**src/rtl/core/bpbi_pkg.sv**
```systemverilog
`timescale 1ns / 1ps
package bpbi_pkg;

  localparam int CoordW = 17;
  localparam logic [CoordW-1:0] CoordMax = 17'd65536;

  typedef enum logic [1:0] {
    CMD_ADD     = 2'd0,
    CMD_BUILD   = 2'd1,
    CMD_READ    = 2'd2,
    CMD_RESTART = 2'd3
  } cmd_t;

  typedef enum logic [1:0] {
    ST_OK      = 2'd0,
    ST_FULL    = 2'd1,
    ST_BAD_BIN = 2'd2
  } status_t;

  typedef enum logic [1:0] {
    CFG_SEG_POINTS = 2'd0,
    CFG_T_STEP     = 2'd1,
    CFG_BIN_COUNT  = 2'd2
  } cfg_idx_t;

  typedef enum logic [3:0] {
    S_IDLE,
    S_SEG_FIRST,
    S_SEG_EVAL,
    S_SEG_END,
    S_BLD_LO,
    S_BLD_UP,
    S_BLD_TAIL,
    S_READ,
    S_READ_WAIT,
    S_ACK,
    S_OUT
  } state_t;

  // Commands from the controller to the datapath.
  typedef struct packed {
    logic load_item;
    logic emit_first;
    logic eval_start;
    logic emit_end;
    logic bld_lo_init;
    logic bld_lo_step;
    logic bld_up_init;
    logic bld_up_step;
    logic bld_tail;
    logic read_issue;
    logic read_take;
    logic ack;
    logic restart;
  } dp_cmd_t;

  // Status from the datapath to the controller.
  typedef struct packed {
    logic eval_done;
    logic eval_last;
    logic bld_done;
    logic out_busy;
  } dp_stat_t;

  function automatic logic [CoordW-1:0] clamp_coord(input logic [CoordW-1:0] v);
    clamp_coord = (v > CoordMax) ? CoordMax : v;
  endfunction

endpackage

```
**src/rtl/core/bpbi_ctrl.sv**
```systemverilog
`timescale 1ns / 1ps
module bpbi_ctrl
  import bpbi_pkg::*;
(
  input  logic     clk,
  input  logic     rst_n,
  input  logic     in_valid,
  input  logic [1:0] in_cmd,
  input  logic     in_include_first,
  input  dp_stat_t stat,
  output logic     in_ready,
  output dp_cmd_t  cmd
);
  state_t state_r, state_nxt;
  logic   go;

  assign go = in_valid && in_ready;

  always_ff @(posedge clk) begin
    if (!rst_n) begin
      state_r <= S_IDLE;
    end else begin
      state_r <= state_nxt;
    end
  end

  always_comb begin
    state_nxt = state_r;
    case (state_r)
      S_IDLE: begin
        if (go) begin
          case (cmd_t'(in_cmd))
            CMD_ADD:   state_nxt = in_include_first ? S_SEG_FIRST : S_SEG_EVAL;
            CMD_BUILD: state_nxt = S_BLD_LO;
            CMD_READ:  state_nxt = S_READ;
            default:   state_nxt = S_ACK;
          endcase
        end
      end
      S_SEG_FIRST: if (!stat.out_busy) state_nxt = S_SEG_EVAL;
      // With only two points per segment there are no interior points to wait for.
      S_SEG_EVAL:  if (stat.eval_last || stat.eval_done) state_nxt = S_SEG_END;
      S_SEG_END:   if (!stat.out_busy) state_nxt = S_IDLE;
      S_BLD_LO:    if (stat.bld_done) state_nxt = S_BLD_UP;
      S_BLD_UP:    if (stat.bld_done) state_nxt = S_BLD_TAIL;
      S_BLD_TAIL:  state_nxt = S_ACK;
      S_READ:      state_nxt = S_READ_WAIT;
      S_READ_WAIT: if (!stat.out_busy) state_nxt = S_OUT;
      S_ACK:       if (!stat.out_busy) state_nxt = S_IDLE;
      S_OUT:       if (!stat.out_busy) state_nxt = S_IDLE;
      default:     state_nxt = S_IDLE;
    endcase
  end

  always_comb begin
    in_ready = (state_r == S_IDLE);
    cmd = '0;
    cmd.load_item = go;
    case (state_r)
      S_IDLE: begin
        cmd.bld_lo_init = go && (cmd_t'(in_cmd) == CMD_BUILD);
        cmd.eval_start  = go && (cmd_t'(in_cmd) == CMD_ADD) && !in_include_first;
        cmd.restart     = go && (cmd_t'(in_cmd) == CMD_RESTART);
      end
      S_SEG_FIRST: begin
        cmd.emit_first = !stat.out_busy;
        cmd.eval_start = !stat.out_busy;
      end
      S_SEG_END:   cmd.emit_end = !stat.out_busy;
      S_BLD_LO: begin
        cmd.bld_lo_step = 1'b1;
        cmd.bld_up_init = stat.bld_done;
      end
      S_BLD_UP:    cmd.bld_up_step = 1'b1;
      S_BLD_TAIL:  cmd.bld_tail = 1'b1;
      S_READ:      cmd.read_issue = 1'b1;
      S_READ_WAIT: cmd.read_take = !stat.out_busy;
      S_ACK:       cmd.ack = !stat.out_busy;
      default: ;
    endcase
  end
endmodule

```
**config.mk**
```make
export PLATFORM = sky130hd
export DESIGN_NAME = bpbi_ctrl
export DESIGN_NICKNAME = d
export VERILOG_FILES = /design/src/rtl/core/bpbi_pkg.sv /design/src/rtl/core/bpbi_ctrl.sv
export SDC_FILE = /design/constraint.sdc
export NUM_CORES = 1
export LEC_CHECK = 0
export ABC_AREA = 0
export BUFFER_PORTS_ARGS = -buffer_cell sky130_fd_sc_hd__buf_4
export CAP_MARGIN = 20
export CELL_PAD_IN_SITES_DETAIL_PLACEMENT = 0
export CELL_PAD_IN_SITES_GLOBAL_PLACEMENT = 2
export CORE_ASPECT_RATIO = 1.5
export CORE_UTILIZATION = 25
export CTS_CLUSTER_DIAMETER = 60
export CTS_CLUSTER_SIZE = 24
export DETAILED_ROUTE_END_ITERATION = 10
export PLACE_DENSITY = 0.83
export SLEW_MARGIN = 20
export SYNTH_ARGS = -nofsm -noshare
export SYNTH_HDL_FRONTEND = slang
export SYNTH_SLANG_ARGS = --single-unit
```
**constraint.sdc**
```tcl
create_clock -name clk -period 4.05 [get_ports clk]
set_input_delay 0.405 -clock clk [delete_from_list [all_inputs] [get_ports clk]]
set_output_delay 0.405 -clock clk [all_outputs]
set_load 0.005 [all_outputs]
```
== Word level (Yosys, flattened, before mapping) ==
Index checks and enable logic that the tools add are counted.

* Register bits after elaboration: 4
* Latch bits: 0
* Bits in writable memories: 0
* ROM bits: 0
* Bits of input ports: 10
* Memories: 0

* $add $sub $neg: 0
* Multipliers: 0
* Divide/modulo/power cells: 0
* Order comparisons: 0
* Equality and inequality tests: 20
* Shift-type cells: 0
* Multiplexer cells: 21
* Bitwise operators: 0
* Reductions and logical operators: 12

{| class="wikitable"
|+ Operators by type and width
! cell !! number
|-
| $pmux W4 S9 || 1
|-
| $mux W4 || 7
|-
| $eq A4 B3 Y1 const B || 4
|-
| $eq A4 B4 Y1 const B || 3
|-
| $ne A2 B2 Y1 const B || 6
|-
| $pmux W4 S3 || 1
|-
| $mux W1 || 9
|-
| $eq A4 B2 Y1 const B || 2
|-
| $reduce_and A7 Y1 || 1
|-
| $logic_and A1 B1 Y1 || 5
|-
| $eq A2 B2 Y1 const B || 2
|-
| $eq A4 B1 Y1 const B || 1
|-
| $logic_not A4 Y1 || 1
|-
| $mux W2 || 2
|-
| $reduce_or A3 Y1 || 1
|-
| $eq A2 B1 Y1 const B || 1
|-
| $logic_not A1 Y1 || 2
|-
| $logic_not A2 Y1 || 1
|-
| $ne A2 B1 Y1 const B || 1
|-
| $pmux W1 S2 || 1
|-
| $logic_or A1 B1 Y1 || 1
|}

== Depth between registers and ports, before layout ==
* Depth after elaboration: 5
* Mapped depth: 6
* Mapped depth without buffers: 6

== Worst setup path before layout ==
No wires, ideal clock.

* Kind: reg-to-output
* Start point: reg state_r[1]
* End point: out cmd[10] (netlist name)
* Data arrival time: 1201 ps
* Required time: 3645 ps
* Setup slack: 2444 ps
* Stages on the path, launching flop included: 7
* Path buffers: 2
* Cell sequence: dfxtp_1 -> buf_6 -> or2_1 -> buf_6 -> nor2_2 -> and2_1 -> a21o_1

{| class="wikitable"
|+ RTL lines
! what !! line !! RTL
|-
| from (decl) || bpbi_ctrl.sv:14 || <nowiki>state_t state_r, state_nxt;</nowiki>
|-
| from (signal assigned) || bpbi_ctrl.sv:23 || <nowiki>state_r <= state_nxt;</nowiki>
|-
| to (decl) || bpbi_ctrl.sv:12 || <nowiki>output dp_cmd_t cmd</nowiki>
|}

==> impl_metrics.yaml <==
final_layout:
  drive_gt1_frac: 0.344
  postLayoutCellArea_um2: 689
  area_delta_synth_final_pct: 32.8
  largest_reg_flops: 4
  largestRegisters: "state_r x4"
  num_antenna_cells: 0
  finalNonFillerCells: 111
  nNetsFinal: 105
  regMostFlops: "state_r"
setup_path:
  required_ns: 3.64
  worstPathMaxFanout: 11
  worst-setup-path-type: "reg -> out"
  end_kind: "output port"
  reg2reg_from: "state_r[2]"
  crit_arrival_ns: 1.65
  critPathLaunch: "state_r[0]"
  cp-start-kind: "register"
synth:
  yosysWarnings: 0
  synth_area_per_cell_um2: 7.42
  yosysSeqAreaShare: 0.154
  synth-edff-count: 0
  synth_cell_types: 34
  synth_fp_nets: 83
  synth_seq_cells: 4
  async_flop_share: 0
  synth_area_um2: 519
  synthCells: 70
  synthFlopType: "dfxtp_1"
clock_network:
  post_cts_resized: 0
  clk_pin_slew_ns: 0.04
  htree_levels: 1
  cts_setup_buffers: 0
  clk_latency_ns: 0.23
  cts_tree: "yes"
  cts.sinks: 4
  postCtsHoldBufs: 0
  cts-root-buf: "clkbuf_4"
  cts_buffers: 3
  cts_buffer_depth: 2
place:
  place_ws_ns: 2.19
  dpl.hpwl_mm: 1.11
  place_inst: 108
  placed_cell_area_um2: 667
  gp_congestion: 0.767
  portBuffers: 23
min_path:
  hp-class: "in -> reg"
  min-delay-start: "rst_n"
sta:
  fmax_ghz: 0.486
  setup_viol: 0
  hold_violations: 0
  rsz0062_at_grt: "false"
  report.final.slew_viol_count: 0
  tns_ns: 0
  finalClockSkew_ns: 0.00445
  slew_headroom: 0.709
  fin_ws_ns: 1.99
  fin_crit_ns: 2.06
  fin_crit_sh: 0.509
  max_slew.worst_pin.slew_ns: 0.435
global_routing:
  grt_max_degree: 14
  top_usage_layer: "met2"
  use_met1: 0.162
  grt_antenna_before_repair: 0
  grt_pass1_vias: 537
  use_met2: 0.238
  grtUsageTotal: 0.137
  grt_pass1_wl_mm: 2.24
  use_met3: 0.0345
  grt_overflow: 0
drt:
  avgRoutedWirePerCell_um: 12.1
  first_iter_violations: 17
  remaining_drc_errors: 0
  dr_total_vias: 556
  antenna_left: 0
  routed_wl_mm: 1.35
  via_per_inst: 5.01
  first_pass_iters: 4
pwr:
  ir_drop_mv: 0.277
  p_leak_uw: 0.000323
  power_density_mw_per_mm2: 533
job:
  max_cap_viol_count: 0
floorplan:
  dieArea_mm2: 0.00227
  start_util: 0.273
  die_x_um: 39.2
  rows: 19
  die_h_um: 57.8
  coreArea_mm2: 0.00190
  io_pins: 24
run_status:
  status: "complete, no violations"
## layout make-up
type	instances	area, um2
well taps	21	26.3
multi-input cells	54	365
clock buffers	3	22.5
fillers	225	1210
inverters	6	22.5
repair buffers	23	173
flip-flops and latches	4	80.1
## cells by family after synthesis
kind of cell	count (synthesis)	synth area share
AOI/OAI and AO/OA	17	0.275
buffers and inverters	12	0.142
DFF	4	0.154
and+or+nand+nor	34	0.357
adders and majority gates	3	0.0723
## where the power goes
part	total, uW	leakage [uW]	internal (uW)	switching (uW)
Sequential	92.7	0.0000330	54.1	38.6
Combinational	226	0.000276	115	111
Clock	49.3	0.0000138	33.1	16.2
Total	368	0.000323	202	166
## per-layer routing
layer | wire length (um) | up-vias
met5 | 0 | -
met4 | 0 | 0
met3 | 47 | 0
met2 | 733 | 14
met1 | 565 | 247
li1 | - | 295
## cells in the mapped netlist (all sizes together) (2+ instances only)
cell type / count / area, um2
and2: 2 / 12.5
nand2: 4 / 15.0
or2: 2 / 15.0
inv: 6 / 22.5
ha: 3 / 37.5
and3: 3 / 18.8
a21oi: 4 / 20.0
nor2: 10 / 40.0
a311oi: 2 / 17.5
o211ai: 2 / 15.0
nor2b: 2 / 12.5
dfxtp: 4 / 80.1
buf: 6 / 51.3
nor3: 3 / 15.0
or3: 3 / 18.8
## critical path, stage by stage, from the launching register on
cell     delay, ns
dfxtp_1       0.56
inv_2         0.13
or3_1         0.39
nor2_1        0.14
a21o_1        0.10
buf_4         0.10
## final timing paths
kind | endpoint | slack, ns | depth (start not counted)
max | cmd[10] | 1.99 | 5
min | state_r[1] | 0.46 | 3
max reg2reg | state_r[0] | 2.45 | 4
min reg2reg | state_r[3] | 0.64 | 2
## through the flow
| step | utilization | hold slack, ns | power (uW) |
|---|---|---|---|
| after floorplan | - | 0.576 | 275 |
| after global placement | 0.351 | 0.632 | 323 |
| after detailed placement | 0.351 | 0.634 | 320 |
| after CTS | 0.363 | 0.446 | 373 |
| after global routing | 0.363 | 0.502 | 405 |
| final | 0.363 | 0.461 | 368 |
## layout by cell type (no fill, tap or decap), drive strengths merged, types with 3 or more instances in the layout
| cell type | count |
|---|---|
| buf | 23 |
| nor2 | 10 |
| inv | 6 |
| nand2 | 4 |
| a21oi | 4 |
| dfxtp | 4 |
| or3 | 3 |
| nor3 | 3 |
| and3 | 3 |
| ha | 3 |
| clkbuf | 3 |
Note: power is estimated with default switching activity, not from simulation.
